==> src/design/rle_pkg.sv <==
// Shared types and constants for the byte run-length encoder.
// No dependencies; the classifier, packet writer and top level import this package.
`default_nettype none

package rle_pkg;

    // Literal packet capacity, default run limit and legal run limit range
    localparam int         MAX_LITERAL_DEF = 48;
    localparam logic [7:0] MAX_RUN_RESET   = 8'd128;
    localparam logic [7:0] RUN_MIN         = 8'd3;
    localparam logic [7:0] RUN_MAX         = 8'd128;

    // Queue depths
    localparam int CMD_DEPTH = 4;
    localparam int OUT_DEPTH = 4;

    // Commands passed from the classifier to the packet writer
    typedef enum logic [1:0] {
        CMD_LIT,    // append value to the literal store
        CMD_FLUSH,  // send literal packet of count bytes
        CMD_RUN,    // send run packet: negated count, value
        CMD_MARK    // end of one input item: tag the last byte
    } t_cmd_kind;

    typedef struct packed {
        t_cmd_kind  kind;
        logic [7:0] count;
        logic [7:0] value;
    } t_cmd;

    typedef struct packed {
        logic [7:0] data;
        logic       last;
    } t_beat;

endpackage

`default_nettype wire

==> src/design/rle_fifo.sv <==
// Small synchronous FIFO built from registers.
// Generic payload vector; no package dependencies.
`default_nettype none

module rle_fifo #(
    parameter int WIDTH = 8,
    parameter int DEPTH = 4
) (
    input  logic             i_clk,
    input  logic             i_rst_n,
    input  logic             i_push,
    input  logic [WIDTH-1:0] i_data,
    output logic             o_full,
    input  logic             i_pop,
    output logic [WIDTH-1:0] o_data,
    output logic             o_empty
);
    localparam int AW = (DEPTH > 1) ? $clog2(DEPTH) : 1;
    localparam int NW = $clog2(DEPTH + 1);

    logic [WIDTH-1:0] r_mem [DEPTH];
    logic [AW-1:0]    r_wp;
    logic [AW-1:0]    r_rp;
    logic [NW-1:0]    r_cnt;
    logic             do_push;
    logic             do_pop;

    assign o_full  = (r_cnt == NW'(DEPTH));
    assign o_empty = (r_cnt == '0);
    assign o_data  = r_mem[r_rp];
    assign do_push = i_push && !o_full;
    assign do_pop  = i_pop && !o_empty;

    always_ff @(posedge i_clk) begin
        if (!i_rst_n) begin
            r_wp  <= '0;
            r_rp  <= '0;
            r_cnt <= '0;
        end else begin
            if (do_push) begin
                r_wp <= (r_wp == AW'(DEPTH - 1)) ? '0 : r_wp + 1'b1;
            end
            if (do_pop) begin
                r_rp <= (r_rp == AW'(DEPTH - 1)) ? '0 : r_rp + 1'b1;
            end
            if (do_push && !do_pop) begin
                r_cnt <= r_cnt + 1'b1;
            end else if (do_pop && !do_push) begin
                r_cnt <= r_cnt - 1'b1;
            end
        end
    end

    always_ff @(posedge i_clk) begin
        if (do_push) begin
            r_mem[r_wp] <= i_data;
        end
    end

endmodule

`default_nettype wire

==> src/design/rle_front.sv <==
// Classifier: takes input bytes, tracks run and literal counts, and
// issues packet commands. Depends on rle_pkg.
`default_nettype none

module rle_front #(
    parameter int MAX_LITERAL = rle_pkg::MAX_LITERAL_DEF
) (
    input  logic          i_clk,
    input  logic          i_rst_n,
    input  logic          i_push,
    output logic          o_full,
    input  logic [7:0]    i_in_byte,
    input  logic          i_end_of_block,
    input  logic          i_cfg_valid,
    input  logic [7:0]    i_cfg_data,
    output logic          o_cmd_push,
    output rle_pkg::t_cmd o_cmd,
    input  logic          i_cmd_full
);
    import rle_pkg::*;

    localparam int CW = $clog2(MAX_LITERAL + 1);

    localparam logic [2:0] F_IDLE  = 3'd0;
    localparam logic [2:0] F_START = 3'd1;
    localparam logic [2:0] F_CLOSE = 3'd2;
    localparam logic [2:0] F_FINAL = 3'd3;
    localparam logic [2:0] F_MARK  = 3'd4;

    logic [2:0]    r_state, n_state;
    logic [CW-1:0] r_lc, n_lc;
    logic [7:0]    r_cc, n_cc;
    logic [7:0]    r_cv, n_cv;
    logic [7:0]    r_b, n_b;
    logic          r_end, n_end;
    logic          r_load, n_load;
    logic [7:0]    r_max;

    logic [7:0]    v_max;
    logic [7:0]    cc_inc;
    logic          lc_nz;
    logic          lc_full;
    logic          lit_tight;
    logic          extend;
    logic          flush_on_ext;
    logic          want;
    t_cmd          cmd;
    logic          stall;

    // Clamp the run limit to its legal range
    always_comb begin
        v_max = r_max;
        if (r_max < RUN_MIN) begin
            v_max = RUN_MIN;
        end else if (r_max > RUN_MAX) begin
            v_max = RUN_MAX;
        end
    end

    assign cc_inc       = r_cc + 8'd1;
    assign lc_nz        = (r_lc != '0);
    assign lc_full      = (r_lc == CW'(MAX_LITERAL));
    assign lit_tight    = ({2'b00, r_lc} + (CW + 2)'(2)) > (CW + 2)'(MAX_LITERAL);
    assign extend       = (r_cc != 8'd0) && (r_b == r_cv) && (r_cc < v_max);
    assign flush_on_ext = ((cc_inc == 8'd2) && lit_tight) || (cc_inc == RUN_MIN);

    always_comb begin
        n_state = r_state;
        n_lc    = r_lc;
        n_cc    = r_cc;
        n_cv    = r_cv;
        n_b     = r_b;
        n_end   = r_end;
        n_load  = r_load;
        want    = 1'b0;
        cmd     = '{kind: CMD_MARK, count: 8'(r_lc), value: r_cv};

        unique case (r_state)
            F_IDLE: begin
                if (i_push) begin
                    n_b     = i_in_byte;
                    n_end   = i_end_of_block;
                    n_state = F_START;
                end
            end
            F_START: begin
                if (extend) begin
                    n_cc   = cc_inc;
                    n_load = 1'b0;
                    if (flush_on_ext && lc_nz) begin
                        want     = 1'b1;
                        cmd.kind = CMD_FLUSH;
                        n_lc     = '0;
                    end
                    n_state = r_end ? F_CLOSE : F_MARK;
                end else begin
                    n_load  = 1'b1;
                    n_state = F_CLOSE;
                end
            end
            F_CLOSE: begin
                if (lc_full) begin
                    // literal packet reached capacity
                    want     = 1'b1;
                    cmd.kind = CMD_FLUSH;
                    n_lc     = '0;
                end else if (r_cc >= RUN_MIN) begin
                    want = 1'b1;
                    if (lc_nz) begin
                        cmd.kind = CMD_FLUSH;
                        n_lc     = '0;
                    end else begin
                        cmd.kind  = CMD_RUN;
                        cmd.count = r_cc;
                        n_cc      = 8'd0;
                    end
                end else if (r_cc != 8'd0) begin
                    want     = 1'b1;
                    cmd.kind = CMD_LIT;
                    n_lc     = r_lc + 1'b1;
                    n_cc     = r_cc - 8'd1;
                end else if (r_load) begin
                    n_cv    = r_b;
                    n_cc    = 8'd1;
                    n_load  = 1'b0;
                    n_state = r_end ? F_CLOSE : F_MARK;
                end else begin
                    n_state = F_FINAL;
                end
            end
            F_FINAL: begin
                if (lc_nz) begin
                    want     = 1'b1;
                    cmd.kind = CMD_FLUSH;
                    n_lc     = '0;
                end
                n_state = F_MARK;
            end
            F_MARK: begin
                want     = 1'b1;
                cmd.kind = CMD_MARK;
                n_state  = F_IDLE;
            end
            default: begin
                n_state = F_IDLE;
            end
        endcase
    end

    assign stall      = want && i_cmd_full;
    assign o_cmd_push = want && !i_cmd_full;
    assign o_cmd      = cmd;
    assign o_full     = (r_state != F_IDLE);

    always_ff @(posedge i_clk) begin
        if (!i_rst_n) begin
            r_state <= F_IDLE;
            r_lc    <= '0;
            r_cc    <= 8'd0;
            r_cv    <= 8'd0;
            r_load  <= 1'b0;
        end else if (!stall) begin
            r_state <= n_state;
            r_lc    <= n_lc;
            r_cc    <= n_cc;
            r_cv    <= n_cv;
            r_load  <= n_load;
        end
    end

    always_ff @(posedge i_clk) begin
        if (!stall) begin
            r_b   <= n_b;
            r_end <= n_end;
        end
    end

    always_ff @(posedge i_clk) begin
        if (!i_rst_n) begin
            r_max <= MAX_RUN_RESET;
        end else if (i_cfg_valid) begin
            r_max <= i_cfg_data;
        end
    end

endmodule

`default_nettype wire

==> src/design/rle_back.sv <==
// Packet writer: executes commands, owns the literal store, and
// holds back one byte so the last byte of an item can be tagged. Uses rle_pkg.
`default_nettype none

module rle_back #(
    parameter int MAX_LITERAL = rle_pkg::MAX_LITERAL_DEF
) (
    input  logic           i_clk,
    input  logic           i_rst_n,
    input  rle_pkg::t_cmd  i_cmd,
    input  logic           i_cmd_empty,
    output logic           o_cmd_pop,
    output logic           o_beat_push,
    output rle_pkg::t_beat o_beat,
    input  logic           i_beat_full
);
    import rle_pkg::*;

    localparam int CW = $clog2(MAX_LITERAL + 1);
    localparam int IW = (MAX_LITERAL > 1) ? $clog2(MAX_LITERAL) : 1;

    localparam logic [1:0] B_IDLE = 2'd0;
    localparam logic [1:0] B_LIT  = 2'd1;
    localparam logic [1:0] B_RUNV = 2'd2;

    logic [7:0]    r_store [MAX_LITERAL];
    logic [7:0]    r_rd_data;

    logic [1:0]    r_state, n_state;
    logic [CW-1:0] r_wr, n_wr;
    logic [CW-1:0] r_idx, n_idx;
    logic [CW-1:0] r_left, n_left;
    logic [7:0]    r_val, n_val;
    logic [7:0]    r_hold, n_hold;
    logic          r_hold_vld, n_hold_vld;

    logic          can_put;
    logic          pop;
    logic          produce;
    logic [7:0]    new_byte;
    logic          mark_push;
    logic          mem_we;
    logic          mem_re;
    logic [IW-1:0] rd_addr;

    assign can_put = !r_hold_vld || !i_beat_full;
    assign pop     = (r_state == B_IDLE) && !i_cmd_empty && can_put;

    always_comb begin
        n_state   = r_state;
        n_wr      = r_wr;
        n_idx     = r_idx;
        n_left    = r_left;
        n_val     = r_val;
        produce   = 1'b0;
        new_byte  = 8'd0;
        mark_push = 1'b0;
        mem_we    = 1'b0;
        mem_re    = 1'b0;
        rd_addr   = '0;

        unique case (r_state)
            B_IDLE: begin
                if (pop) begin
                    unique case (i_cmd.kind)
                        CMD_LIT: begin
                            mem_we = 1'b1;
                            n_wr   = r_wr + 1'b1;
                        end
                        CMD_FLUSH: begin
                            produce  = 1'b1;
                            new_byte = i_cmd.count;
                            mem_re   = 1'b1;
                            n_idx    = CW'(1);
                            n_left   = i_cmd.count[CW-1:0];
                            n_wr     = '0;
                            n_state  = B_LIT;
                        end
                        CMD_RUN: begin
                            produce  = 1'b1;
                            new_byte = 8'd0 - i_cmd.count;
                            n_val    = i_cmd.value;
                            n_state  = B_RUNV;
                        end
                        CMD_MARK: begin
                            mark_push = r_hold_vld;
                        end
                        default: begin
                        end
                    endcase
                end
            end
            B_LIT: begin
                if (can_put) begin
                    produce  = 1'b1;
                    new_byte = r_rd_data;
                    n_left   = r_left - 1'b1;
                    if (r_left > CW'(1)) begin
                        // fetch the next stored literal
                        mem_re  = 1'b1;
                        rd_addr = r_idx[IW-1:0];
                        n_idx   = r_idx + 1'b1;
                    end else begin
                        n_state = B_IDLE;
                    end
                end
            end
            B_RUNV: begin
                if (can_put) begin
                    produce  = 1'b1;
                    new_byte = r_val;
                    n_state  = B_IDLE;
                end
            end
            default: begin
                n_state = B_IDLE;
            end
        endcase
    end

    // Hold one byte back; release it tagged on the item marker
    always_comb begin
        n_hold      = r_hold;
        n_hold_vld  = r_hold_vld;
        o_beat_push = 1'b0;
        o_beat      = '{data: r_hold, last: 1'b0};
        if (produce) begin
            o_beat_push = r_hold_vld;
            n_hold      = new_byte;
            n_hold_vld  = 1'b1;
        end else if (mark_push) begin
            o_beat_push = 1'b1;
            o_beat.last = 1'b1;
            n_hold_vld  = 1'b0;
        end
    end

    assign o_cmd_pop = pop;

    always_ff @(posedge i_clk) begin
        if (!i_rst_n) begin
            r_state    <= B_IDLE;
            r_wr       <= '0;
            r_hold_vld <= 1'b0;
        end else begin
            r_state    <= n_state;
            r_wr       <= n_wr;
            r_hold_vld <= n_hold_vld;
        end
    end

    always_ff @(posedge i_clk) begin
        r_idx  <= n_idx;
        r_left <= n_left;
        r_val  <= n_val;
        r_hold <= n_hold;
    end

    always_ff @(posedge i_clk) begin
        if (mem_we) begin
            r_store[r_wr[IW-1:0]] <= i_cmd.value;
        end
        if (mem_re) begin
            r_rd_data <= r_store[rd_addr];
        end
    end

endmodule

`default_nettype wire

==> src/design/rle_byte_encoder.sv <==
// Top level of the byte run-length encoder: classifier, command queue,
// packet writer and output queue. Depends on rle_pkg, rle_front, rle_fifo and rle_back.
//
//  channel   direction  handshake                    payload
//  input     in         push / full                  i_in_byte, i_end_of_block
//  result    out        empty / pop                  o_out_byte, o_last_out
//  config    in         cfg_valid / cfg_ready        i_cfg_max_run_length
//
// Flow: the classifier is a sequencer that issues at most one command per cycle,
// stalling while the command queue is full; an item holds the input side until
// the sequencer has worked through it and returned to idle. The packet writer
// sends at most one byte per cycle while the output queue has room, and the command
// queue lets the classifier run ahead meanwhile.
// Reset: synchronous, active low; the literal store is not cleared.
// Stalls: a full output queue backs up into the command queue, then full.
`default_nettype none

module rle_byte_encoder #(
    parameter int MAX_LITERAL = rle_pkg::MAX_LITERAL_DEF
) (
    input  logic       i_clk,
    input  logic       i_rst_n,
    input  logic       push,
    output logic       full,
    input  logic [7:0] i_in_byte,
    input  logic       i_end_of_block,
    output logic       empty,
    input  logic       pop,
    output logic [7:0] o_out_byte,
    output logic       o_last_out,
    input  logic       cfg_valid,
    output logic       cfg_ready,
    input  logic [7:0] i_cfg_max_run_length
);
    import rle_pkg::*;

    t_cmd  cmd_wr;
    t_cmd  cmd_rd;
    logic  cmd_push;
    logic  cmd_full;
    logic  cmd_pop;
    logic  cmd_empty;
    t_beat beat_wr;
    t_beat beat_rd;
    logic  beat_push;
    logic  beat_full;

    // Register writes are always taken
    assign cfg_ready = 1'b1;

    // Classify bytes and issue packet commands
    rle_front #(
        .MAX_LITERAL (MAX_LITERAL)
    ) u_front (
        .i_clk          (i_clk),
        .i_rst_n        (i_rst_n),
        .i_push         (push),
        .o_full         (full),
        .i_in_byte      (i_in_byte),
        .i_end_of_block (i_end_of_block),
        .i_cfg_valid    (cfg_valid),
        .i_cfg_data     (i_cfg_max_run_length),
        .o_cmd_push     (cmd_push),
        .o_cmd          (cmd_wr),
        .i_cmd_full     (cmd_full)
    );

    // Decouple classification from packet writing
    rle_fifo #(
        .WIDTH ($bits(t_cmd)),
        .DEPTH (CMD_DEPTH)
    ) u_cmd_q (
        .i_clk   (i_clk),
        .i_rst_n (i_rst_n),
        .i_push  (cmd_push),
        .i_data  (cmd_wr),
        .o_full  (cmd_full),
        .i_pop   (cmd_pop),
        .o_data  (cmd_rd),
        .o_empty (cmd_empty)
    );

    // Expand commands into stream bytes
    rle_back #(
        .MAX_LITERAL (MAX_LITERAL)
    ) u_back (
        .i_clk       (i_clk),
        .i_rst_n     (i_rst_n),
        .i_cmd       (cmd_rd),
        .i_cmd_empty (cmd_empty),
        .o_cmd_pop   (cmd_pop),
        .o_beat_push (beat_push),
        .o_beat      (beat_wr),
        .i_beat_full (beat_full)
    );

    // Result beats wait here for the consumer
    rle_fifo #(
        .WIDTH ($bits(t_beat)),
        .DEPTH (OUT_DEPTH)
    ) u_out_q (
        .i_clk   (i_clk),
        .i_rst_n (i_rst_n),
        .i_push  (beat_push),
        .i_data  (beat_wr),
        .o_full  (beat_full),
        .i_pop   (pop),
        .o_data  (beat_rd),
        .o_empty (empty)
    );

    assign o_out_byte = beat_rd.data;
    assign o_last_out = beat_rd.last;

endmodule

`default_nettype wire

==> config.mk <==
export PLATFORM = sky130hd
export DESIGN_NAME = rle_byte_encoder
export DESIGN_NICKNAME = d
export VERILOG_FILES = /design/src/design/rle_pkg.sv /design/src/design/rle_fifo.sv /design/src/design/rle_front.sv /design/src/design/rle_back.sv /design/src/design/rle_byte_encoder.sv
export SDC_FILE = /design/constraint.sdc
export NUM_CORES = 1
export LEC_CHECK = 0
export BUFFER_PORTS_ARGS = -buffer_cell sky130_fd_sc_hd__buf_4
export CELL_PAD_IN_SITES_DETAIL_PLACEMENT = 1
export CELL_PAD_IN_SITES_GLOBAL_PLACEMENT = 2
export CORE_UTILIZATION = 33
export CTS_BUF_LIST = sky130_fd_sc_hd__clkbuf_2
export DETAILED_ROUTE_END_ITERATION = 16
export PLACE_DENSITY = 0.61
export SYNTH_ARGS = -nofsm -noshare
export SYNTH_HDL_FRONTEND = slang
export SYNTH_SLANG_ARGS = --single-unit
==> constraint.sdc <==
create_clock -name i_clk -period 6.95 [get_ports i_clk]
set_input_delay 0.3475 -clock i_clk [delete_from_list [all_inputs] [get_ports i_clk]]
set_output_delay 0.3475 -clock i_clk [all_outputs]
set_load 0.1 [all_outputs]
---- Word-level counts from Yosys, hierarchy flattened ----
Memories as Yosys holds them, arrays and structs flattened. A register that Yosys moved wholly into a read port is not among the register bits.
Cells that the tools add are included.
word-level totals
  output and inout port bits .............. 12
  logic and storage cells ................. 250
  input bits .............................. 22
  RAM bits ................................ 492
  memories ................................ 3
  register bits after elaboration ......... 94
memory list
  name            depth  width  read ports  clocked after Yosys merged registers in  wr ports  RTL line        RTL
  u_back.r_store  48     8      1           1                                        1         rle_back.sv:26  logic [7:0] r_store [MAX_LITERAL];
  u_cmd_q.r_mem   4      18     1           1                                        1         rle_fifo.sv:21  logic [WIDTH-1:0] r_mem [DEPTH];
  u_out_q.r_mem   4      9      1           1                                        1         rle_fifo.sv:21
operators by class
  mux-type cells .......................... 110
  bitwise logic cells ..................... 4
  reduce and logical (&&, ||, !) cells .... 55
  equality and inequality tests ........... 35
  $add $sub $neg .......................... 16
  magnitude comparators ................... 6
operators by type and width
  operator                                              count
  2-to-1 mux 8 bit                                      15
  2-to-1 mux 6 bit                                      16
  2-to-1 mux 2 bit                                      19
  case mux 6 bit (2 select lines)                       3
  2-to-1 mux 1 bit                                      34
  2-to-1 mux 3 bit                                      11
  case mux 8 bit (2 select lines)                       2
  AND reduction 5 bit                                   5
  case mux 8 bit (3 select lines)                       1
  adder 6 x 1 -> 6 bit (second input constant)          3
  case mux 6 bit (3 select lines)                       1
  equality test 8 x 2 -> 1 bit (second input constant)  2
  logical AND 1 bit                                     16
  equality test 2 bit (second input constant)           7
  != test 2 bit (second input constant)                 7
  case mux 2 bit (3 select lines)                       2
  case mux 3 bit (4 select lines)                       1
  AND reduction 6 bit                                   2
  nonzero test 2 bit                                    6
  != test 2 x 1 -> 1 bit (second input constant)        5
  equality test 3 bit (second input constant)           3
  logical NOT 1 bit                                     9
  logical NOT 3 bit                                     3
  AND reduction 3 bit                                   3
  other kinds (32)                                      50

---- Depth between registers and ports, before layout ----
Gate-level depths: netlist (run 1).
  depth in word-level cells ............... 14
  mapped depth ............................ 16
  depth with buffers taken out ............ 16

---- Hierarchy ----
A second synthesis (run 1) with hierarchy kept.
unflattened totals
  cells, all modules ...................... 1,832
  area, all modules ....................... 25,822.3 um^2
modules (own cells, without submodules)
  module               sequential area each (um^2)  times used  area each (um^2)  cells an instance
  rle_back             12,792.3                     1           17,869.6          1,217
  rle_fifo at u_cmd_q  2,342.2                      1           3,119.2           145
  rle_front            950.9                        1           3,047.9           370
  rle_fifo at u_out_q  1,261.2                      1           1,774.2           98
  rle_byte_encoder     0.0                          1           11.3              2

---- Worst setup path before layout (run 1) ----
Ideal clock, no wire load.
  path type ............................... register to register
  from .................................... register (tool-made name)
  to ...................................... register u_out_q.r_cnt[2]
  stages on the path, launching flop included .. 15
  period minus slack after synthesis ...... 4,187 ps
  setup time .............................. 70 ps
  setup slack ............................. 2,763 ps
  data arrival time ....................... 4,117 ps
  required time ........................... 6,880 ps
  buffers on the path ..................... 2
  cell sequence ........................... dfxtp_1 -> clkbuf_1 -> buf_1 -> mux4_2 -> inv_1 -> ha_1 -> nand2_1 -> a21o_1 -> a21oi_1 -> ha_1 -> inv_1 -> fa_1 -> xor2_1 -> or3_1 -> a21oi_1
RTL lines
  what                    RTL line        RTL
  end signal: assignment  rle_fifo.sv:47  r_cnt <= r_cnt + 1'b1;
  end signal: assignment  rle_fifo.sv:49  r_cnt <= r_cnt - 1'b1;
  end: declaration        rle_fifo.sv:24  logic [NW-1:0] r_cnt;

---- Worst setup path in the final report (run 1) ----
  from .................................... register u_back.r_state[1]
  to ...................................... register u_back.r_rd_data[5], read port of u_back.r_store (data pin)
on the way
  word-level cells in the longest chain between the ends .. 5
  elaborated cells on any way between the ends .. 7
  classes of those cells .................. eq/ne (1); mux (3); reduce/logical (3)
ends and longest elaborated chain
  what                             RTL line                        RTL
  start: declaration               rle_back.sv:29                  logic [1:0] r_state, n_state;
  start signal: assignment         rle_back.sv:146                 r_state <= n_state;
  logical NOT 2 bit                rle_back.sv:47, rle_back.sv:62
  logical AND 1 bit (2 in series)  rle_back.sv:47                  assign pop = (r_state == B_IDLE) && !i_cmd_empty && can_put;
  2-to-1 mux 1 bit                 rle_back.sv:64                  if (pop) begin
  case mux 1 bit (2 select lines)  rle_back.sv:62                  unique case (r_state)
  end: declaration                 rle_back.sv:27                  logic [7:0] r_rd_data;
Parallel ways exist; a longest one is shown, timed or not.
A chain may end at the register's enable or synchronous reset.

==> results of run 1 <==
-- logic make-up (layout without fill, tap and decap cells) --
| group | after synthesis | in the layout | synth area share, % |
|---|---|---|---|
| flip-flops | 598 | 598 | 69.08 |
| adder cells (fa/ha/maj) | 42 | 42 | 2.153 |
| AND/OR/NAND/NOR | 544 | 544 | 10.10 |
| XOR/XNOR | 36 | 36 | 1.256 |
| multiplexers | 119 | 119 | 6.498 |
| buffers and inverters | 128 | 432 | 2.158 |
| AO/OA/AOI/OAI | 315 | 315 | 8.740 |
| other | 1 | 4 | 0.01493 |
-- power breakdown --
part / switching [mW] / internal [mW] / total (mW)
Sequential: 0.258 / 4.57 / 4.83
Clock: 1.50 / 1.03 / 2.53
Combinational: 2.02 / 0.837 / 2.86
-- area by class of cell --
class	count	area share (%)
sequential	598	61.08
multi-input combinational	1057	25.48
tap	969	4.269
clock buffer	240	4.229
timing repair buffer	112	3.463
clock inverter	45	0.9913
inverter	35	0.4626
antenna	3	0.02643
-- how the worst min path moves through the flow --
stage                         start         endpoint  slack [ns]  depth (start not counted)
finish               i_end_of_block    u_front.r_end        0.28                          3
global route           i_in_byte[7]   u_front.r_b[7]        0.12                          3
CTS                  i_end_of_block    u_front.r_end        0.02                          3
detailed placement  u_cmd_q.r_rp[1]  u_cmd_q.r_rp[1]        0.48                          2
global placement    u_cmd_q.r_rp[1]  u_cmd_q.r_rp[1]        0.47                          2
floorplan              i_in_byte[0]   u_front.r_b[0]        0.45                          0
-- registers in the layout, summed over array words and instances (netlist names), 3 cells and up, named ones only --
signal            cells
u_front.r_cv          8
u_back.r_val          8
u_out_q.r_mem        36
u_front.r_max         8
u_cmd_q.r_cnt         3
u_back.r_store      384
u_back.r_idx          6
u_front.r_lc          6
u_front.r_state       3
u_back.r_wr           6
u_back.r_rd_data      8
u_back.r_hold         8
u_back.r_left         6
u_front.r_b           8
u_cmd_q.r_mem        72
u_out_q.r_cnt         3
u_front.r_cc          8
-- placed cells by master (no fill, tap or decap), types with 13 or more instances in the layout --
cell type	instances
and2_1	16
xnor2_1	22
inv_1	32
clkinv_1	32
nand3_1	51
dfxtp_1	61
a21oi_1	87
dlygate4sd3_1	57
buf_4	55
mux4_2	35
ha_1	40
nor3_1	28
nand2_1	191
o21ai_0	40
mux2i_1	82
nor2_1	158
edfxtp_1	537
xor2_1	14
o22a_1	13
a22oi_1	22
o22ai_1	36
a31oi_1	14
clkbuf_2	240
-- per-layer routing --
metal / wire [um] / vias to the layer above / track usage, %
met1: 32820 / 8194 / 25.02
met5: 0 / - / 0
met3: 2979 / 97 / 4.001
met4: 1429 / 0 / 6.290
li1: - / 7296 / -
met2: 32330 / 336 / 28.24
-- critical path: stages, from the launching register on --
cell and delay [ns]:
dfxtp_1 0.37, inv_1 0.09, ha_1 0.52, clkinv_1 0.58, a211oi_2 0.82, nand2_1 0.66
a211oi_1 0.41, or4_1 0.21, o21ai_0 0.20, a2111oi_1 0.45
==> results.md, run 1 <==
* Post-cts resize count at 0
* Syn Area/Cell at 14.08 um^2
* # Max-Cap Violations at 0
* Post-placement cell area at 26340 um^2
* Setup-failing EPs final at 0
* Worst Tran Pin Value at 1.056 ns
* Die width at 277.8 um
* R2R Path End: u_back.r_rd_data[5]
* Most frequent cell after synthesis: edfxtp_1
* Max Freq at 218.9 MHz
* Hold Crit Class: in -> reg
* Routed WL at 69.56 mm
* Power per cell area at 359.9 nW/um^2
* Vias/cell at 5.205
* Fin crit period at 4.568 ns
* # DRC at 0
* Cell Area, Synth at 25110 um^2
* Critical Path Fanout Max at 18
* R2R cell count at 9
* Top cells by instance count after synthesis: edfxtp_1, nand2_1, nor2_1
* Die area at 77200 um^2
* Leak at 9.855 nW
* TritonCTS Sinks at 598
* Worst relative slew slack at 29.08%
* Sequential-to-total area share from yosys stat at 69.08%
* Required time of the critical path at 8.03 ns
* TritonCTS clock tree: done
* Setup TNS at 0 ns
* Antenna viol nets, final at 0
* Final hold violation count at 0
* Clock-pin slew on the worst setup and hold paths at 0.13 ns
* Vias in the first global route at 16640
* Setup ws final at 2.382 ns
* Htree depth at 4
* Max clock buf depth at 3
* Final hold slack at 0.2765 ns
* Crit path launch type: flop
* PnR Total Power at 10.22 mW
* # rows at 100
* Share of layout cells above drive strength 1 at 18.16%
* Status: finished clean
* Async set or reset register ratio after synthesis at 0%
* Root Driver: clkbuf_2
* CP Data Arrival Time at 5.64 ns
* Critical path class: reg -> reg
* Worst R2R Setup Slack at 2.38 ns
* Worst skew pair latency at 1.32 ns
* Synth cell types at 91
* Layout Nets at 2030
* Post-route insts no fill at 3059
* Slew Limit Fails at 0
* Register area at 17350 um^2
* Cell total after placement at 2714
* Crit path from: u_back.r_state[1]
* HPWL Detailed at 43.31 mm
* Total global-route track usage at 18.17%
* Area of the multi-input gates at 7236 um^2
* Final core utilization at 37.96%
* Hold-fix buffers, CTS at 57
* Ranking of synthesized cells by area: edfxtp_1, dfxtp_1, mux2i_1
* Crit end category: flop
* Core area at 74820 um^2
* Area leader, netlist: edfxtp_1
* RSZ-0062 raised after global routing: false
* Pre-CTS setup slack at 2.383 ns
* Synthesized flop and latch total at 598
* Total number of vias at 15920
* Design Area, Final at 28400 um^2
* Net Count, Synth at 1847
* Initial antenna violation count at 3
* Port Buffers at 32
* GP Congestion at 0.8057
* Cells after Synth at 1783
* Initial drt markers at 960
* CTS Buf Count at 162
* First-pass GRT wire length at 104.2 mm
* Final Cycle Share at 65.73%
* Initial Util at 33.56%
* R2R Path Start: u_back.r_state[1]
* Fillers at 7862
* Number of synthesized flops with an enable pin at 537
* Drt wl/cell at 22.74 um
* Die Height at 277.8 um
* Yosys top cell area share at 64.22%
* Setup repair bufs after CTS at 0
* End of the critical path: u_back.r_rd_data[5]
* Gr ovfl total at 0
* Yosys warns at 0
* I/O Pins at 34
* Main flop type after synthesis: edfxtp_1
* Final Skew at 0.08902 ns
* Synth-to-Final Area Change at 13.10%
* First-pass DRT Iterations at 5
* Worst VDD drop at 0.1832 mV
* Largest net degree at the start of global routing at 65
(Power assumes the default switching activity.)
==> inputs of run 2 (changes only) <==
==> constraint.sdc (replaced) <==
create_clock -name i_clk -period 4.3 [get_ports i_clk]
set_input_delay 0.215 -clock i_clk [delete_from_list [all_inputs] [get_ports i_clk]]
set_output_delay 0.215 -clock i_clk [all_outputs]
set_load 0.1 [all_outputs]
==> run 2 against run 1 <==
  * Final cell count up 1.9%
  * Global-route usage up 0.16 points
  * Clock skew about the same
  * First-iteration DRC count down 4.4%
  * Count of clock-buffer cells in the layout up 5
  * Clock power up 55%
  * Sequential cell count unchanged
  * Largest cell class unchanged
==> results.md, run 2 (synthesis gave the netlist of run 1 again) <==
* Status: finished clean
* I/O Pins at 34 (unchanged)
* TritonCTS clock tree: done
* Antenna viol nets, final at 0 (unchanged)
* Most frequent CP cell: ha_1
* Final hold slack at 0.3053 ns (+0.02883 ns)
* Worst R2R Setup Slack at 0.33 ns (-2.05 ns)
* Crit-path slowest cell: or4_4
* Worst relative slew slack at 26.82% (-2.3 points)
* Slew Limit Fails at 0 (unchanged)
* Most frequent cells in the layout: edfxtp_1, clkbuf_2, nand2_1
* TritonCTS Sinks at 598 (unchanged)
* Power per cell area at 570.8 nW/um^2 (+59%)
* Max Freq at 252.0 MHz (+15%)
* CP peak stage delay at 0.55 ns (-0.27 ns)
* Worst path cell trace: or4_4 > nor2_1 > o21ai_0 > ha_1 > a211oi_1 > nand3_1 > o221ai_4 > nand2_4 > nor3_2 > o21a_1 > ha_1 > inv_1 > fa_1 > xor2_1 > or3_1 > a21oi_1
* Initial Util at 33.56% (unchanged)
* Setup ws final at 0.3323 ns (-2.050 ns)
* CP Data Arrival Time at 5.17 ns (-0.47 ns)
* Layout Nets at 2091 (+3.0%)
* Core area at 74820 um^2 (unchanged)
* Setup-failing EPs final at 0 (unchanged)
* Vias/cell at 5.122 (-1.6%)
* Critical path class: reg -> reg
* Post-placement cell area at 26790 um^2 (+1.7%)
* Clock Power Share at 23.8% (-1.0 points)
* Required time of the critical path at 5.51 ns (-2.52 ns)
* Largest register FFs at 384 (unchanged)
* Vias in the first global route at 16860 (+1.3%)
* Switching Share at 36.74% (-0.22 points)
* Fin crit period at 3.968 ns (-0.6004 ns)
* R2R Path Start: u_front.r_max[3]
* # rows at 100 (unchanged)
* Drt wl/cell at 22.48 um (-1.2%)
* HPWL Detailed at 44.94 mm (+3.8%)
* Sequential Power Share at 47.2% (about the same)
* Crit path launch type: flop
* Total global-route track usage at 18.33% (+0.16 points)
* Worst Tran Pin Value at 1.098 ns (+0.04201 ns)
* GP Congestion at 0.8324 (+3.3%)
* Crit end category: flop
* Final Cycle Share at 92.27% (+27 points)
* R2R cell count at 16 (+7)
* Share of layout cells above drive strength 1 at 20.51% (+2.4 points)
* Most common cell after layout, fill and taps aside: edfxtp_1
* RSZ-0062 raised after global routing: false
* Initial antenna violation count at 3 (unchanged)
* End of the critical path: u_cmd_q.r_cnt[2]
* Hold Crit Depth at 4 (+1)
* Die width at 277.8 um (unchanged)
* Pre-CTS setup slack at 0.2849 ns (-2.098 ns)
* Worst skew pair latency at 1.32 ns (about the same)
* Routed WL at 70.08 mm (+0.75%)
* Leak at 10.17 nW (+3.2%)
* PnR Total Power at 16.49 mW (+61%)
* Setup TNS at 0 ns (unchanged)
* Gr ovfl total at 0 (unchanged)
* Port Buffers at 32 (unchanged)
* CTS Buf Count at 160 (-1.2%)
* Largest net degree at the start of global routing at 60 (-7.7%)
* Design Area, Final at 28890 um^2 (+1.7%)
* Final Skew at 0.08920 ns (+0.0001742 ns)
* Total number of vias at 15970 (+0.29%)
* Root Driver: clkbuf_2
* Combinational Power Share at 29.0% (+1.0 points)
* Internal power at 10.43 mW (+62%)
* Hold Crit Class: in -> reg
* Crit path from: u_front.r_max[3]
* # Max-Cap Violations at 0 (unchanged)
* Psw at 6.059 mW (+60%)
* First-pass GRT wire length at 105.1 mm (+0.89%)
* Htree depth at 4 (unchanged)
* # DRC at 0 (unchanged)
* First-pass DRT Iterations at 8 (+3)
* Worst VDD drop at 0.3877 mV (+110%)
* Synth-to-Final Area Change at 15.05%
* R2R Path End: u_cmd_q.r_cnt[2]
* Die Height at 277.8 um (unchanged)
* Final hold violation count at 0 (unchanged)
* Die area at 77200 um^2 (unchanged)
* Clock-pin slew on the worst setup and hold paths at 0.10 ns (-0.03 ns)
* Max clock buf depth at 3 (unchanged)
* Initial drt markers at 918 (-4.4%)
* Critical Path Fanout Max at 7 (-11)
-- run 2: cell types whose count changed in the layout (fill, tap and decap cells not counted), sizes merged --
| cell | delta |
|---|---|
| buf | +54 |
| bufinv | -2 |
| clkbuf | +5 |
| clkinv | -12 |
| clkinvlp | +1 |
| diode | +1 |
| dlygate4sd3 | +9 |
| inv | +3 |
-- run 2: per-stage QoR --
stage,utilization (%),instances
finish,38.61,3118
global route,38.60,3116
CTS,38.59,3114
detailed placement,35.81,2768
global placement,35.81,2768
floorplan,-,1783
-- run 2: routing by layer --
| metal | GRT usage, % | share of wire, % |
|---|---|---|
| met1 | 24.48 | 46 |
| met2 | 29.04 | 48 |
| met3 | 4.245 | 4.6 |
| met4 | 6.686 | 2.0 |
| met5 | 0 | 0 |
-- run 2: cell type report --
type                            count  area [um^2]
Multi-Input combinational cell   1057         7241
Antenna cell                        4        10.01
Tap cell                          969         1212
Fill cell                        7870        45930
Inverter                           35        131.4
Clock buffer                      245         1226
Clock inverter                     35        192.7
Sequential cell                   598        17350
Timing Repair Buffer              175         1529
-- run 2: power by group through the flow --
stage               logic [mW]  registers, mW  clock network (mW)
global route              5.21           7.84                4.38
finish                    4.79           7.78                3.92
global placement          4.73           7.89                   0
floorplan                 3.16           7.67                   0
detailed placement        4.80           7.92                   0
CTS                       4.86           7.78                4.11
-- run 2: worst min path at each step --
stage                             from                to  slack, ns
final                          i_rst_n  u_front.r_max[7]       0.31
after global routing           i_rst_n  u_front.r_max[7]       0.19
after CTS                      i_rst_n  u_front.r_max[7]       0.03
after detailed placement  i_in_byte[4]    u_front.r_b[4]       0.39
after global placement    i_in_byte[5]    u_front.r_b[5]       0.39
after floorplan           i_in_byte[0]    u_front.r_b[0]       0.31
-- run 2: timing repair --
item,in CTS,in global routing
hold buffers,66,0
setup buffers,0,0
hold endpoints to repair,79,0
gates resized for setup,0,1
endpoints found under the setup margin,0,1
-- run 2: worst max-delay path: cells and delay by family, from the launching register on --
kind,cells,cell delay (ns)
simple gates,6,1.51
compound gates,5,0.92
fa+ha+maj,3,0.85
flops,1,0.33
xor+xnor,1,0.18
buf+inv,1,0.07
==> inputs of run 3 (changes only) <==
--- a/config.mk
+++ b/config.mk
@@ -8,10 +8,10 @@
 export BUFFER_PORTS_ARGS = -buffer_cell sky130_fd_sc_hd__buf_4
 export CELL_PAD_IN_SITES_DETAIL_PLACEMENT = 1
 export CELL_PAD_IN_SITES_GLOBAL_PLACEMENT = 2
-export CORE_UTILIZATION = 33
+export CORE_UTILIZATION = 30
 export CTS_BUF_LIST = sky130_fd_sc_hd__clkbuf_2
 export DETAILED_ROUTE_END_ITERATION = 16
-export PLACE_DENSITY = 0.61
+export PLACE_DENSITY = 0.57
 export SYNTH_ARGS = -nofsm -noshare
 export SYNTH_HDL_FRONTEND = slang
 export SYNTH_SLANG_ARGS = --single-unit
==> run 3 against run 2 <==
  * Register-to-register slack worse by 0.02 ns
  * Via count is 0.90% higher
  * Global-route usage fell by 1.3 points
  * Non-clock buffer count rose by 4
  * Worst hold slack improved by 0.039 ns
  * Critical endpoint unchanged
  * Highest routed layer unchanged
==> results.md, run 3 (synthesis gave the netlist of run 1 again) <==
* Antenna viol nets, final at 0 (unchanged)
* Worst hold path startpoint: i_rst_n
* Switching Share at 36.94% (+0.20 points)
* Final Skew at 0.07130 ns (-0.01790 ns)
* Hold Crit Class: in -> reg
* Total number of vias at 16110 (+0.90%)
* Drt wl/cell at 22.21 um (-1.2%)
* Largest net degree at the start of global routing at 68 (+13%)
* Post-route insts no fill at 3233 (+3.7%)
* Worst relative slew slack at 29.64% (+2.8 points)
* Clock-pin slew on the worst setup and hold paths at 0.10 ns (about the same)
* Pre-CTS setup slack at 0.2729 ns (-0.01193 ns)
* Htree depth at 4 (unchanged)
* Final hold slack at 0.3441 ns (+0.03878 ns)
* Top delay family on crit path: adder cells
* Max clock buf depth at 3 (unchanged)
* WP buf/inv at 1 (unchanged)
* Worst path cell trace: ha_1 > xnor2_1 > nand4_1 > a2111oi_4 > o311ai_4 > nor3_2 > o21a_1 > ha_1 > inv_1 > fa_1 > xor2_1 > or3_1 > a21oi_1
* Crit-path slowest cell: dfxtp_1
* Share of layout cells above drive strength 1 at 20.17% (-0.35 points)
* Vias/cell at 4.984 (-2.7%)
* R2R cell count at 13 (-3)
* Worst Tran Pin Value at 1.055 ns (-0.04231 ns)
* Initial antenna violation count at 2 (-1)
* Cell total after placement at 2873 (+3.8%)
* Setup ws final at 0.3132 ns (-0.01903 ns)
* Leak at 10.20 nW (+0.33%)
* Critical Path Fanout Max at 9 (+2)
* WHS Endpoint: u_front.r_max[7]
* Status: finished clean
* Worst VDD drop at 0.3746 mV (-3.4%)
* Synth-to-Final Area Change at 15.96%
* Die width at 291.3 um (+4.8%)
* GP Congestion at 0.8058 (-3.2%)
* Crit end category: flop
* First-pass DRT Iterations at 5 (-3)
* Internal power at 10.50 mW (+0.65%)
* Hold Crit Depth at 4 (unchanged)
* I/O Pins at 34 (unchanged)
* Final Cycle Share at 92.72% (+0.44 points)
* TritonCTS clock tree: done
* Core area at 82500 um^2 (+10%)
* Setup repair bufs after CTS at 0 (unchanged)
* Clock Power Share at 24.5% (+0.7 points)
* Crit path from: u_front.r_cc[1]
* HPWL Detailed at 45.76 mm (+1.8%)
* Power per cell area at 571.7 nW/um^2 (+0.17%)
* CP Data Arrival Time at 5.20 ns (+0.03 ns)
* Setup-failing EPs final at 0 (unchanged)
* # DRC at 0 (unchanged)
* Total global-route track usage at 17.07% (-1.3 points)
* Crit path launch type: flop
* Worst R2R Setup Slack at 0.31 ns (-0.02 ns)
* # Max-Cap Violations at 0 (unchanged)
* Sequential Power Share at 46.6% (-0.6 points)
* CP peak stage delay at 0.58 ns (+0.03 ns)
* Most frequent CP cell: ha_1
* Layout Nets at 2099 (+0.38%)
* Die area at 84860 um^2 (+9.9%)
* Slew Limit Fails at 0 (unchanged)
* CTS Buf Count at 164 (+2.5%)
* Critical path class: reg -> reg
* Fillers at 8786 (+12%)
* Fin crit period at 3.987 ns (+0.01903 ns)
* Root Driver: clkbuf_2
* Setup TNS at 0 ns (unchanged)
* Die Height at 291.3 um (+4.8%)
* Port Buffers at 32 (unchanged)
* Worst skew pair latency at 1.32 ns (about the same)
* Gr ovfl total at 0 (unchanged)
* Initial drt markers at 866 (-5.7%)
* Max Freq at 250.8 MHz (-0.48%)
* Required time of the critical path at 5.51 ns (about the same)
* First-pass GRT wire length at 107.9 mm (+2.7%)
* Most frequent cells in the layout: edfxtp_1, clkbuf_2, nand2_1
* R2R Path Start: u_front.r_cc[1]
* Most common cell after layout, fill and taps aside: edfxtp_1
* Combinational Power Share at 28.9% (about the same)
* Routed WL at 71.80 mm (+2.4%)
* RSZ-0062 raised after global routing: false
* Vias in the first global route at 17280 (+2.5%)
* # rows at 105 (+5.0%)
* Initial Util at 30.44% (-3.1 points)
* Largest register FFs at 384 (unchanged)
* Area of the multi-input gates at 7241 um^2 (unchanged)
* Final hold violation count at 0 (unchanged)
* R2R Path End: u_cmd_q.r_cnt[2]
* Psw at 6.150 mW (+1.5%)
* Register area at 17350 um^2 (unchanged)
* TritonCTS Sinks at 598 (unchanged)
==> run 3: changes by cell type in the layout (fill, tap and decap cells not counted), sizes merged <==
cell / before / now
clkinv: 25 / 44
bufinv: 1 / 3
clkbuf: 245 / 234
inv: 38 / 36
diode: 4 / 6
buf: 109 / 113
==> run 3: layout make-up <==
| type | instances | share of cell area, % |
|---|---|---|
| antenna | 6 | 0.05156 |
| clock buffer | 234 | 4.022 |
| clock inverter | 54 | 1.083 |
| inverter | 35 | 0.4512 |
| multi-input combinational | 1057 | 24.87 |
| sequential | 598 | 59.57 |
| tap | 1070 | 4.598 |
| timing repair buffer | 179 | 5.354 |
==> run 3: worst max-delay path by stage <==
stage / end / slack [ns] / cells after the start
after floorplan: u_out_q.r_cnt[2] / 0.11 / 14
after global placement: u_cmd_q.r_cnt[2] / 0.40 / 16
final: u_cmd_q.r_cnt[2] / 0.31 / 13
after detailed placement: u_cmd_q.r_cnt[2] / 0.27 / 16
after global routing: u_cmd_q.r_cnt[2] / 0.01 / 16
after CTS: u_cmd_q.r_cnt[2] / 0.19 / 13
==> run 3: power by group through the flow <==
| stage | Sequential (mW) | Combinational (mW) | Clock [mW] |
|---|---|---|---|
| 2_1_floorplan | 7.67 | 3.16 | 0 |
| 3_3_place_gp | 7.89 | 4.75 | 0 |
| 3_5_place_dp | 7.91 | 4.82 | 0 |
| 4_1_cts | 7.78 | 4.88 | 4.29 |
| 5_1_grt | 7.82 | 5.24 | 4.57 |
| 6_report | 7.76 | 4.81 | 4.08 |
==> run 3: metal layers <==
metal  GRT usage, %  vias up  part of all wire, %
met5              0        -                    0
met1          22.47     8230                   46
met4          6.272        0                  2.2
li1               -     7431                    -
met3          3.986      115                  4.4
met2          27.32      336                   47
==> run 3: what timing repair did <==
action / 4_1_cts / 5_1_grt
resized for setup: 0 / 1
hold buffers: 66 / 0
endpoints found under the hold margin: 79 / 0
setup endpoints to repair: 0 / 1
==> run 3: tightest hold or removal path, delay by kind of cell <==
kind	cells	cell delay [ns]
compound gates	1	0.11
buf+inv	3	1.26
==> run 3: stage by stage <==
step           area [um^2]  power, mW  util (%)
6_report             29120      16.65     35.29
5_1_grt              29110      17.63     35.29
4_1_cts              29100      16.95     35.27
3_5_place_dp         26950      12.73     32.67
3_3_place_gp         26950      12.64     32.67
2_1_floorplan        25110      10.84         -
